### src/design/rnc_pkg.sv
`timescale 1ns / 1ps
// ----------------------------------------------------------------------------
// rnc_pkg
// Shared types, codes and numeral tables of the Roman numeral calculator.
// ----------------------------------------------------------------------------
package rnc_pkg;

    // Widths of the item fields.
    localparam int OP_W      = 3;
    localparam int VAL_W     = 12;
    localparam int WIDE_W    = 24;
    localparam int SYM_W     = 8;
    localparam int STATUS_W  = 3;
    localparam int S_DATA_W  = 32;
    localparam int M_DATA_W  = 8;

    // Numeral table and divider sizes.
    localparam int NUM_STEPS = 13;
    localparam int STEP_W    = 4;
    localparam int DIV_STEPS = 12;
    localparam int CNT_W     = 4;

    // Operation selector codes.
    typedef enum logic [OP_W-1:0] {
        OP_ADD = 3'd0,
        OP_SUB = 3'd1,
        OP_DIV = 3'd2,
        OP_MUL = 3'd3,
        OP_MOD = 3'd4
    } op_t;

    // Result status codes.
    typedef enum logic [STATUS_W-1:0] {
        ST_OK   = 3'd0,
        ST_ZERO = 3'd1,
        ST_NEG  = 3'd2,
        ST_BIG  = 3'd3,
        ST_DIVZ = 3'd4
    } status_t;

    // Back-end sequencer states.
    typedef enum logic [2:0] {
        BK_IDLE,
        BK_DIVIDE,
        BK_CHECK,
        BK_EMIT,
        BK_ERROR
    } back_state_t;

    // One classified transaction on its way from the front to the back.
    typedef struct packed {
        logic               err;
        status_t            code;
        logic               is_div;
        logic               is_mod;
        logic [WIDE_W-1:0]  value;
        logic [VAL_W-1:0]   divisor;
    } q_entry_t;

    // ASCII letters used by the numerals.
    localparam logic [SYM_W-1:0] CH_NONE = 8'h00;
    localparam logic [SYM_W-1:0] CH_I    = 8'h49;
    localparam logic [SYM_W-1:0] CH_V    = 8'h56;
    localparam logic [SYM_W-1:0] CH_X    = 8'h58;
    localparam logic [SYM_W-1:0] CH_L    = 8'h4C;
    localparam logic [SYM_W-1:0] CH_C    = 8'h43;
    localparam logic [SYM_W-1:0] CH_D    = 8'h44;
    localparam logic [SYM_W-1:0] CH_M    = 8'h4D;

    // Value of each greedy step, largest first.
    function automatic logic [VAL_W-1:0] step_value(input logic [STEP_W-1:0] idx);
        logic [VAL_W-1:0] v;
        unique case (idx)
            4'd0:    v = 12'd1000;
            4'd1:    v = 12'd900;
            4'd2:    v = 12'd500;
            4'd3:    v = 12'd400;
            4'd4:    v = 12'd100;
            4'd5:    v = 12'd90;
            4'd6:    v = 12'd50;
            4'd7:    v = 12'd40;
            4'd8:    v = 12'd10;
            4'd9:    v = 12'd9;
            4'd10:   v = 12'd5;
            4'd11:   v = 12'd4;
            default: v = 12'd1;
        endcase
        return v;
    endfunction

    // First letter of each step.
    function automatic logic [SYM_W-1:0] step_first(input logic [STEP_W-1:0] idx);
        logic [SYM_W-1:0] c;
        unique case (idx)
            4'd0:    c = CH_M;
            4'd1:    c = CH_C;
            4'd2:    c = CH_D;
            4'd3:    c = CH_C;
            4'd4:    c = CH_C;
            4'd5:    c = CH_X;
            4'd6:    c = CH_L;
            4'd7:    c = CH_X;
            4'd8:    c = CH_X;
            4'd9:    c = CH_I;
            4'd10:   c = CH_V;
            4'd11:   c = CH_I;
            default: c = CH_I;
        endcase
        return c;
    endfunction

    // Second letter of the subtractive steps, none for the others.
    function automatic logic [SYM_W-1:0] step_second(input logic [STEP_W-1:0] idx);
        logic [SYM_W-1:0] c;
        unique case (idx)
            4'd1:    c = CH_M;
            4'd3:    c = CH_D;
            4'd5:    c = CH_C;
            4'd7:    c = CH_L;
            4'd9:    c = CH_X;
            4'd11:   c = CH_V;
            default: c = CH_NONE;
        endcase
        return c;
    endfunction

endpackage

### src/design/rnc_front.sv
`timescale 1ns / 1ps
// ----------------------------------------------------------------------------
// rnc_front
// Classifies each incoming transaction: computes sum, difference or product,
// flags negative and divide-by-zero cases and prepares divide requests.
// ----------------------------------------------------------------------------
module rnc_front (
    input  logic [rnc_pkg::OP_W-1:0]  op,
    input  logic [rnc_pkg::VAL_W-1:0] left_value,
    input  logic [rnc_pkg::VAL_W-1:0] right_value,
    output rnc_pkg::q_entry_t         entry
);

    logic [rnc_pkg::WIDE_W-1:0] product;
    logic [rnc_pkg::WIDE_W-1:0] sum;
    logic [rnc_pkg::WIDE_W-1:0] diff;

    // Combinational arithmetic.
    assign product = rnc_pkg::WIDE_W'(left_value) * rnc_pkg::WIDE_W'(right_value);
    assign sum     = rnc_pkg::WIDE_W'(left_value) + rnc_pkg::WIDE_W'(right_value);
    assign diff    = rnc_pkg::WIDE_W'(left_value - right_value);

    // Classification of the operation.
    always_comb begin
        entry         = '0;
        entry.code    = rnc_pkg::ST_OK;
        entry.divisor = right_value;
        unique case (rnc_pkg::op_t'(op))
            rnc_pkg::OP_ADD: begin
                entry.value = sum;
            end
            rnc_pkg::OP_SUB: begin
                if (left_value < right_value) begin
                    entry.err  = 1'b1;
                    entry.code = rnc_pkg::ST_NEG;
                end
                entry.value = diff;
            end
            rnc_pkg::OP_MUL: begin
                entry.value = product;
            end
            rnc_pkg::OP_DIV, rnc_pkg::OP_MOD: begin
                if (right_value == '0) begin
                    entry.err  = 1'b1;
                    entry.code = rnc_pkg::ST_DIVZ;
                end
                entry.is_div = 1'b1;
                entry.is_mod = (rnc_pkg::op_t'(op) == rnc_pkg::OP_MOD);
                entry.value  = rnc_pkg::WIDE_W'(left_value);
            end
            default: begin
                // Unknown selectors yield a zero result.
                entry.value = '0;
            end
        endcase
    end

endmodule

### src/design/rnc_queue.sv
`timescale 1ns / 1ps
// ----------------------------------------------------------------------------
// rnc_queue
// Small first-in first-out buffer of classified transactions between the
// front and the back.
// ----------------------------------------------------------------------------
module rnc_queue #(
    parameter int DEPTH = 2
) (
    input  logic              aclk,
    input  logic              aresetn,
    input  logic              push,
    input  rnc_pkg::q_entry_t push_entry,
    output logic              not_full,
    input  logic              pop,
    output logic              not_empty,
    output rnc_pkg::q_entry_t pop_entry
);

    localparam int PTR_W = (DEPTH > 1) ? $clog2(DEPTH) : 1;
    localparam int CNT_W = $clog2(DEPTH + 1);

    rnc_pkg::q_entry_t mem [DEPTH];

    logic [PTR_W-1:0] wr_ptr_reg, wr_ptr_next;
    logic [PTR_W-1:0] rd_ptr_reg, rd_ptr_next;
    logic [CNT_W-1:0] count_reg, count_next;
    logic             do_push;
    logic             do_pop;

    assign not_full  = (count_reg != CNT_W'(DEPTH));
    assign not_empty = (count_reg != '0);
    assign do_push   = push && not_full;
    assign do_pop    = pop && not_empty;
    assign pop_entry = mem[rd_ptr_reg];

    // Pointer and fill count update.
    always_comb begin
        wr_ptr_next = wr_ptr_reg;
        rd_ptr_next = rd_ptr_reg;
        count_next  = count_reg;
        if (do_push) begin
            wr_ptr_next = (wr_ptr_reg == PTR_W'(DEPTH - 1)) ? '0 : wr_ptr_reg + 1'b1;
        end
        if (do_pop) begin
            rd_ptr_next = (rd_ptr_reg == PTR_W'(DEPTH - 1)) ? '0 : rd_ptr_reg + 1'b1;
        end
        if (do_push && !do_pop) begin
            count_next = count_reg + 1'b1;
        end else if (do_pop && !do_push) begin
            count_next = count_reg - 1'b1;
        end
    end

    always_ff @(posedge aclk) begin
        if (!aresetn) begin
            wr_ptr_reg <= '0;
            rd_ptr_reg <= '0;
            count_reg  <= '0;
        end else begin
            wr_ptr_reg <= wr_ptr_next;
            rd_ptr_reg <= rd_ptr_next;
            count_reg  <= count_next;
        end
    end

    // Storage write.
    always_ff @(posedge aclk) begin
        if (do_push) begin
            mem[wr_ptr_reg] <= push_entry;
        end
    end

endmodule

### src/design/rnc_back.sv
`timescale 1ns / 1ps
// ----------------------------------------------------------------------------
// rnc_back
// Executes queued transactions: runs the bit-serial divider, range checks the
// result and spells it out one Roman letter per output transaction.
// ----------------------------------------------------------------------------
module rnc_back #(
    parameter int MAX_VALUE = 3999
) (
    input  logic                          aclk,
    input  logic                          aresetn,
    input  logic                          q_valid,
    input  rnc_pkg::q_entry_t             q_entry,
    output logic                          q_pop,
    output logic                          m_tvalid,
    input  logic                          m_tready,
    output logic [rnc_pkg::SYM_W-1:0]     m_symbol,
    output logic [rnc_pkg::STATUS_W-1:0]  m_status,
    output logic                          m_last
);

    rnc_pkg::back_state_t state_reg, state_next;

    logic [rnc_pkg::WIDE_W-1:0]   val_reg, val_next;
    logic [rnc_pkg::VAL_W-1:0]    rem_reg, rem_next;
    logic [rnc_pkg::VAL_W-1:0]    quo_reg, quo_next;
    logic [rnc_pkg::VAL_W-1:0]    div_reg, div_next;
    logic [rnc_pkg::CNT_W-1:0]    cnt_reg, cnt_next;
    logic                         is_mod_reg, is_mod_next;
    logic                         pending_reg, pending_next;
    rnc_pkg::status_t             code_reg, code_next;

    logic                         out_valid_reg, out_valid_next;
    logic [rnc_pkg::SYM_W-1:0]    sym_reg, sym_next;
    rnc_pkg::status_t             status_reg, status_next;
    logic                         last_reg, last_next;

    logic                         slot_free;
    logic [rnc_pkg::VAL_W:0]      shifted;
    logic                         fits;
    logic [rnc_pkg::VAL_W-1:0]    digit_val;
    logic [rnc_pkg::STEP_W-1:0]   pick;
    logic [rnc_pkg::VAL_W-1:0]    pick_val;
    logic [rnc_pkg::SYM_W-1:0]    pick_second;
    logic [rnc_pkg::VAL_W-1:0]    remain;

    assign m_tvalid  = out_valid_reg;
    assign m_symbol  = sym_reg;
    assign m_status  = status_reg;
    assign m_last    = last_reg;
    assign slot_free = !out_valid_reg || m_tready;

    // One restoring division step.
    assign shifted = {rem_reg, quo_reg[rnc_pkg::VAL_W-1]};
    assign fits    = (shifted >= {1'b0, div_reg});

    // Largest table step that still fits in the remaining value.
    assign digit_val = val_reg[rnc_pkg::VAL_W-1:0];
    always_comb begin
        pick = rnc_pkg::STEP_W'(rnc_pkg::NUM_STEPS - 1);
        for (int i = rnc_pkg::NUM_STEPS - 1; i >= 0; i--) begin
            if (digit_val >= rnc_pkg::step_value(rnc_pkg::STEP_W'(i))) begin
                pick = rnc_pkg::STEP_W'(i);
            end
        end
    end
    assign pick_val    = rnc_pkg::step_value(pick);
    assign pick_second = rnc_pkg::step_second(pick);
    assign remain      = digit_val - pick_val;

    // Sequencer next state and datapath.
    always_comb begin
        state_next     = state_reg;
        val_next       = val_reg;
        rem_next       = rem_reg;
        quo_next       = quo_reg;
        div_next       = div_reg;
        cnt_next       = cnt_reg;
        is_mod_next    = is_mod_reg;
        pending_next   = pending_reg;
        code_next      = code_reg;
        out_valid_next = out_valid_reg && !m_tready;
        sym_next       = sym_reg;
        status_next    = status_reg;
        last_next      = last_reg;
        q_pop          = 1'b0;

        unique case (state_reg)
            rnc_pkg::BK_IDLE: begin
                if (q_valid) begin
                    q_pop        = 1'b1;
                    val_next     = q_entry.value;
                    quo_next     = q_entry.value[rnc_pkg::VAL_W-1:0];
                    rem_next     = '0;
                    div_next     = q_entry.divisor;
                    cnt_next     = '0;
                    is_mod_next  = q_entry.is_mod;
                    pending_next = 1'b0;
                    code_next    = q_entry.code;
                    if (q_entry.err) begin
                        state_next = rnc_pkg::BK_ERROR;
                    end else if (q_entry.is_div) begin
                        state_next = rnc_pkg::BK_DIVIDE;
                    end else begin
                        state_next = rnc_pkg::BK_CHECK;
                    end
                end
            end

            rnc_pkg::BK_DIVIDE: begin
                rem_next = fits ? rnc_pkg::VAL_W'(shifted - {1'b0, div_reg})
                                : shifted[rnc_pkg::VAL_W-1:0];
                quo_next = {quo_reg[rnc_pkg::VAL_W-2:0], fits};
                cnt_next = cnt_reg + 1'b1;
                if (cnt_reg == rnc_pkg::CNT_W'(rnc_pkg::DIV_STEPS - 1)) begin
                    val_next   = is_mod_reg ? rnc_pkg::WIDE_W'(rem_next)
                                            : rnc_pkg::WIDE_W'(quo_next);
                    state_next = rnc_pkg::BK_CHECK;
                end
            end

            rnc_pkg::BK_CHECK: begin
                if (val_reg == '0) begin
                    code_next  = rnc_pkg::ST_ZERO;
                    state_next = rnc_pkg::BK_ERROR;
                end else if (val_reg > rnc_pkg::WIDE_W'(MAX_VALUE)) begin
                    code_next  = rnc_pkg::ST_BIG;
                    state_next = rnc_pkg::BK_ERROR;
                end else begin
                    state_next = rnc_pkg::BK_EMIT;
                end
            end

            rnc_pkg::BK_EMIT: begin
                if (slot_free) begin
                    out_valid_next = 1'b1;
                    status_next    = rnc_pkg::ST_OK;
                    if ((pick_second != rnc_pkg::CH_NONE) && !pending_reg) begin
                        // First letter of a subtractive pair.
                        sym_next     = rnc_pkg::step_first(pick);
                        pending_next = 1'b1;
                        last_next    = 1'b0;
                    end else begin
                        sym_next     = pending_reg ? pick_second : rnc_pkg::step_first(pick);
                        pending_next = 1'b0;
                        val_next     = rnc_pkg::WIDE_W'(remain);
                        last_next    = (remain == '0);
                        if (remain == '0) begin
                            state_next = rnc_pkg::BK_IDLE;
                        end
                    end
                end
            end

            rnc_pkg::BK_ERROR: begin
                if (slot_free) begin
                    out_valid_next = 1'b1;
                    sym_next       = rnc_pkg::CH_NONE;
                    status_next    = code_reg;
                    last_next      = 1'b1;
                    state_next     = rnc_pkg::BK_IDLE;
                end
            end

            default: begin
                state_next = rnc_pkg::BK_IDLE;
            end
        endcase
    end

    // Control registers.
    always_ff @(posedge aclk) begin
        if (!aresetn) begin
            state_reg     <= rnc_pkg::BK_IDLE;
            out_valid_reg <= 1'b0;
            pending_reg   <= 1'b0;
        end else begin
            state_reg     <= state_next;
            out_valid_reg <= out_valid_next;
            pending_reg   <= pending_next;
        end
    end

    // Datapath and output payload registers.
    always_ff @(posedge aclk) begin
        val_reg    <= val_next;
        rem_reg    <= rem_next;
        quo_reg    <= quo_next;
        div_reg    <= div_next;
        cnt_reg    <= cnt_next;
        is_mod_reg <= is_mod_next;
        code_reg   <= code_next;
        sym_reg    <= sym_next;
        status_reg <= status_next;
        last_reg   <= last_next;
    end

endmodule

### src/design/roman_numeral_calculator.sv
`timescale 1ns / 1ps
// ----------------------------------------------------------------------------
// roman_numeral_calculator
// Computes add, subtract, divide, multiply or modulo of two operands and
// streams the result out as a subtractive Roman numeral, one letter per item.
// ----------------------------------------------------------------------------
// Usage:
// Each input transaction on the s_ channel carries an operation code and two
// 12-bit operands. The m_ channel returns one transaction per ASCII letter of
// the numeral, with m_tlast on the final letter and status 0 in m_tuser. A
// zero, negative or too large result, or a divide by zero, gives instead one
// transaction with symbol 0, the error status and m_tlast set.
// The front classifies and computes add, subtract and multiply in the cycle a
// transaction is accepted and places it in a queue. The back takes one entry
// at a time: the bit-serial divider for divide and modulo, then a range
// check, then one letter per cycle while m_tready allows (up to 15
// letters). An error flagged by the front or by the range check gives
// the single error transaction instead. The queue keeps accepting while
// the back works. When m_tready is low the current letter holds and the
// back waits.
// Reset empties the queue and drops any result in progress.
// ----------------------------------------------------------------------------
module roman_numeral_calculator #(
    parameter int MAX_VALUE   = 3999,
    parameter int QUEUE_DEPTH = 2
) (
    input  logic                             aclk,
    input  logic                             aresetn,
    // s_tdata: op [2:0], left_value [14:3], right_value [26:15], zeros above
    input  logic [rnc_pkg::S_DATA_W-1:0]     s_tdata,
    input  logic                             s_tvalid,
    output logic                             s_tready,
    // m_tdata: symbol [7:0]
    output logic [rnc_pkg::M_DATA_W-1:0]     m_tdata,
    // m_tuser: status [2:0]
    output logic [rnc_pkg::STATUS_W-1:0]     m_tuser,
    output logic                             m_tlast,
    output logic                             m_tvalid,
    input  logic                             m_tready
);

    rnc_pkg::q_entry_t front_entry;
    rnc_pkg::q_entry_t back_entry;
    logic              q_not_full;
    logic              q_not_empty;
    logic              q_pop;

    assign s_tready = q_not_full;

    // Front: classification and combinational arithmetic.
    rnc_front u_front (
        .op          (s_tdata[2:0]),
        .left_value  (s_tdata[14:3]),
        .right_value (s_tdata[26:15]),
        .entry       (front_entry)
    );

    // Queue between front and back.
    rnc_queue #(
        .DEPTH (QUEUE_DEPTH)
    ) u_queue (
        .aclk       (aclk),
        .aresetn    (aresetn),
        .push       (s_tvalid),
        .push_entry (front_entry),
        .not_full   (q_not_full),
        .pop        (q_pop),
        .not_empty  (q_not_empty),
        .pop_entry  (back_entry)
    );

    // Back: divider, range check and numeral output.
    rnc_back #(
        .MAX_VALUE (MAX_VALUE)
    ) u_back (
        .aclk     (aclk),
        .aresetn  (aresetn),
        .q_valid  (q_not_empty),
        .q_entry  (back_entry),
        .q_pop    (q_pop),
        .m_tvalid (m_tvalid),
        .m_tready (m_tready),
        .m_symbol (m_tdata),
        .m_status (m_tuser),
        .m_last   (m_tlast)
    );

endmodule
### config.mk
export PLATFORM = sky130hd
export DESIGN_NAME = roman_numeral_calculator
export DESIGN_NICKNAME = d
export VERILOG_FILES = /design/src/design/rnc_pkg.sv /design/src/design/rnc_front.sv /design/src/design/rnc_queue.sv /design/src/design/rnc_back.sv /design/src/design/roman_numeral_calculator.sv
export SDC_FILE = /design/constraint.sdc
export NUM_CORES = 1
export LEC_CHECK = 0
export ABC_AREA = 1
export BUFFER_PORTS_ARGS = -buffer_cell sky130_fd_sc_hd__buf_4
export CAP_MARGIN = 0
export CORE_UTILIZATION = 50
export CTS_CLUSTER_DIAMETER = 80
export CTS_CLUSTER_SIZE = 12
export DETAILED_ROUTE_END_ITERATION = 10
export PLACE_DENSITY = 0.64
export RECOVER_POWER = 100
export SYNTH_ARGS = -nofsm -noshare
export SYNTH_HDL_FRONTEND = slang
export SYNTH_SLANG_ARGS = --single-unit
### constraint.sdc
create_clock -name aclk -period 7.2 [get_ports aclk]
set_clock_uncertainty 0.15 [all_clocks]
set_input_delay 0.36 -clock aclk [delete_from_list [all_inputs] [get_ports aclk]]
set_output_delay 0.36 -clock aclk [all_outputs]
set_load 0.01 [all_outputs]
==> run summary <==
The flow ran to the end, but the final reports show violations. The final reports fail on max-capacitance violations, max-slew violations. The yosys synthesis warning count is 0. The reg-to-reg critical path endpoint is u_back.state_reg[1]$_SDFFE_PN0P_. The final RePlAce weighted congestion is 0.9363.

Setup total negative slack on the finished layout was measured at 0 ps. The maximum VDD drop is 0.1832 mV. The worst min-delay path class is input pin to flop. The number of buffers added to fix hold violations after cts is 0. Clock latency on the worst-skew pair, taken at its later pin, is 430 ps. The area of the placeable core is 29,010 um2. The required time of the critical path is 7200 ps.

The count of port buffers added during placement is 42. Summed over all layers, the global routing overflow is 0. In this run the worst path has a maximum fanout of 16. The first-pass detailed-route iteration total came out at 6.

After synthesis the netlist holds a flip-flop and latch count of 170. The master of the slowest instance on the critical path is sky130_fd_sc_hd__clkbuf_1. The worst hold path was traced through 3 stages. The post-route netlist has 4.940% of its cells at a drive strength greater than 1.

The floorplan step set the die width to 174.5 um. Fill cells in the final layout number 2,708. The number of buffer and inverter instances along the worst setup path came out at 3.

Compared with the post-synthesis result, the final layout area differs by 7.262%. The share of flip-flops with an asynchronous set or reset after synthesis is 0%. The number of buffers created by CTS came out at 17.

The worst setup path is captured at a flop. In this run the most critical hold path is launched from aresetn. The number of antenna repair diodes is 0. In this run the top signal layer used is met4. Once the clock tree was built, the resizer swapped 0 gates to a different size.

The flip-flop count of the largest register after layout came out at 82. The total vias in the final route is 11,690. No sink is reached through more buffers than the 2 on the longest clock path.

For this run, the leading register cell type out of synthesis is sky130_fd_sc_hd__edfxtp_1. The clock net sink count came out at 170. The met1 layer wirelength in the final routing came out at 15.59 mm.

The total number of H-tree levels came out at 4. The wire length of the first global-routing pass is 59.38 mm. Counting cells, the worst reg-to-reg path comes to 27. The final critical-path share of the clock period came out at 81.56%. The number of flops mapped to enable cells by yosys came out at 160.

The detailed-routed wire length on met2 is 17.59 mm. The setup violation total in the final timing report came out at 0. After clock tree synthesis, the setup repair step added 0 buffers. The data arrival time at the worst-slack endpoint came out at 5870 ps. In the routed layout, each cell is associated on average with a via count of 5.297. Global routing consumed, over all layers together, 24.76% of the routing resources. The post-CTS clock slew at the launch and capture registers of the worst setup and hold paths is 70 ps. Walking the worst path, the cells encountered are clkbuf_1 -> ha_1 -> fa_1 -> fa_1 -> fa_1 -> inv_1 -> fa_1 -> inv_1 -> fa_1 -> ha_1 -> nand2_1 -> nor4_1 -> nand4_1 -> nand3_1 -> a21oi_1 -> o21bai_1 -> nand2_1 -> nand2_1 -> o21ai_0. The total wirelength of the detailed-routed design is 35.17 mm.

The total number of nets in the final design is 2,065. The analysis attributes to cell leakage a power of 7.728 nW. The count of antenna-violating nets left after detailed routing is 0.

In this design, the critical path's most frequently occurring cell is sky130_fd_sc_hd__fa_1. STA classifies the critical path startpoint as an input pin. For this design the ratio of total power to cell area is 429.0 nW/um2. The total count of hold-check failures in the final report came to 0. The design draws 0.006842 W. The worst register-to-register path begins at u_back.val_reg[6]$_DFFE_PP_. The number of remaining DRC errors came out at 0.

The library cell used as clock root buffer is sky130_fd_sc_hd__clkbuf_16. The y dimension of the die is 174.5 um. The register area share after synthesis is 33.66%. The routed length on met3 came out at 1.278 mm. The kind of cell with the highest combined delay along the critical path is adder cells. The instance count of the mapped netlist came out at 1,795. The area of the die is 30,430 um2. After the first detailed-routing iteration, the DRC count stood at 810. Measured against its own limit, the worst slew margin works out to -65.86%. The maximum number of pins on one net before global-route repair is 54. Setup repair after global routing left no endpoint under its margin.

The critical path in this run is classified as input pin to flop. The register-to-register setup slack is 2260 ps. The total count of max-transition violations in the final report came out at 168. The site row count is 62. The post-detailed-placement half-perimeter wirelength came out at 27.03 mm. The worst hold path terminates at u_back.state_reg[2]$_SDFFE_PN0P_. The number of antenna violations at the first check in global routing came out at 0.

The via count of the first global-routing pass came out at 11,830. The top-level port count came out at 50. The maximum achievable frequency is 0.1703 GHz.

TritonCTS built the clock tree. The effective utilization at floorplan is 51.25%. The slew at the pin closest to its max-slew limit is 2488 ps. The time the final worst path needs with I/O delays and setup is 5872 ps.

The routed wirelength normalized by instance count is 15.94 um. The distinct cell type count after synthesis is 56. The number of max-capacitance violations reported is 5.

The delay of the slowest cell on the worst path came out at 790 ps. The mean instance size in the synthesized netlist came out at 8.284 um2. The cell area after technology mapping is 14,870 um2.
## worst max-delay path by stage
| stage | slack (ps) | cells after the start | to | startpoint |
|---|---|---|---|---|
| 6_report | 1330 | 19 | u_queue.mem[1][35]$_DFFE_PP_ | s_tdata[21] |
| 5_1_grt | 850 | 19 | u_queue.mem[1][35]$_DFFE_PP_ | s_tdata[21] |
| 4_1_cts | 1940 | 18 | u_queue.mem[0][31]$_DFFE_PP_ | s_tdata[8] |
| 3_5_place_dp | 1480 | 18 | u_queue.mem[1][31]$_DFFE_PP_ | s_tdata[8] |
| 3_3_place_gp | 1520 | 18 | u_queue.mem[0][31]$_DFFE_PP_ | s_tdata[8] |
| 2_1_floorplan | 2010 | 19 | u_queue.mem[0][26]$_DFFE_PP_ | s_tdata[3] |
## power breakdown
group | switching [W] | internal [W] | total (W)
clock network | 0.000392 | 0.000553 | 0.000945
registers | 0.000163 | 0.00159 | 0.00176
logic | 0.00273 | 0.00141 | 0.00414
## worst min-delay path, delay by kind of cell
family        cells  cell delay, ps
simple gates      2              90
buf+inv           1             140
## Yosys cell counts (all sizes together), types with 2 or more instances
cell     count  area [um2]
o21ai      105       529.3
mux2i        2       20.02
a22oi        6       45.04
o211ai      15       112.6
a31oi       12       75.07
clkbuf      43       161.4
buf         13       75.08
nand4       16       100.1
ha         116        1451
a21oi      114       600.6
a21o         2       15.01
o31ai        2       15.01
xor2        20       175.2
or2         12       75.07
o311ai       2       17.52
o21bai       7       63.81
nor2       110       474.2
inv        351        1323
nand3       65       345.3
nor3        16       85.08
o2111ai      5       43.79
xnor2        7       61.31
fa         104        2082
nand2      458        1762
edfxtp     160        4805
a221oi       2       17.52
dfxtp       10       200.2
nor4         9       56.30
## final cells by class
class | count | area, um2 | share of cell area, %
Multi-Input combinational cell | 1218 | 8260 | 51.79
Sequential cell | 170 | 5005 | 31.38
Inverter | 352 | 1331 | 8.347
Tap cell | 384 | 480.5 | 3.012
Clock buffer | 18 | 429.2 | 2.691
Timing Repair Buffer | 50 | 259.0 | 1.624
Clock inverter | 14 | 183.9 | 1.153
## cell families (layout without fill, tap and decap cells)
| kind of cell | after synthesis | after routing | share of synthesized area, % |
|---|---|---|---|
| DFF | 170 | 170 | 33.66 |
| adders and majority gates | 220 | 220 | 23.76 |
| and+or+nand+nor | 689 | 689 | 19.63 |
| xor gates and xnor gates | 27 | 27 | 1.590 |
| AOI/OAI and AO/OA | 278 | 278 | 10.65 |
| other | 1 | 2 | 0.02522 |
| muxes | 2 | 2 | 0.1346 |
| buffers and inverters | 408 | 434 | 10.54 |
## cell usage in the layout (no fill, tap or decap), types with 6 or more instances in the layout
master / instances
sky130_fd_sc_hd__dfxtp_1: 10
sky130_fd_sc_hd__xor2_1: 20
sky130_fd_sc_hd__a31oi_1: 12
sky130_fd_sc_hd__nor3_1: 15
sky130_fd_sc_hd__nor4_1: 9
sky130_fd_sc_hd__buf_4: 19
sky130_fd_sc_hd__nand3_1: 62
sky130_fd_sc_hd__nor2_1: 103
sky130_fd_sc_hd__ha_1: 116
sky130_fd_sc_hd__or2_2: 10
sky130_fd_sc_hd__nand4_1: 16
sky130_fd_sc_hd__o211ai_1: 15
sky130_fd_sc_hd__edfxtp_1: 160
sky130_fd_sc_hd__o21ai_0: 93
sky130_fd_sc_hd__o21ai_1: 11
sky130_fd_sc_hd__a21oi_1: 111
sky130_fd_sc_hd__a22oi_1: 6
sky130_fd_sc_hd__xnor2_1: 7
sky130_fd_sc_hd__nand2_1: 452
sky130_fd_sc_hd__o21bai_1: 6
sky130_fd_sc_hd__inv_1: 343
sky130_fd_sc_hd__clkbuf_16: 17
sky130_fd_sc_hd__clkbuf_1: 32
sky130_fd_sc_hd__fa_1: 104
## metal layers
layer	GRT usage (%)	up-vias
met5	0	-
met4	7.420	0
met3	3.106	43
met2	43.66	252
met1	31.61	5601
li1	-	5789
## stage by stage
step	instances	util (%)	setup WS (ps)	area (um2)	hold WS (ps)
after CTS	2206	55.56	1939	16120	39.26
after global placement	2174	53.45	1520	15510	286.0
after global routing	2206	54.97	851.3	15950	52.68
final	2206	54.97	1328	15950	57.27
after detailed placement	2174	53.45	1482	15510	293.6
after floorplan	1796	-	2007	14870	275.5
Note: power is estimated with default switching activity, not from simulation.
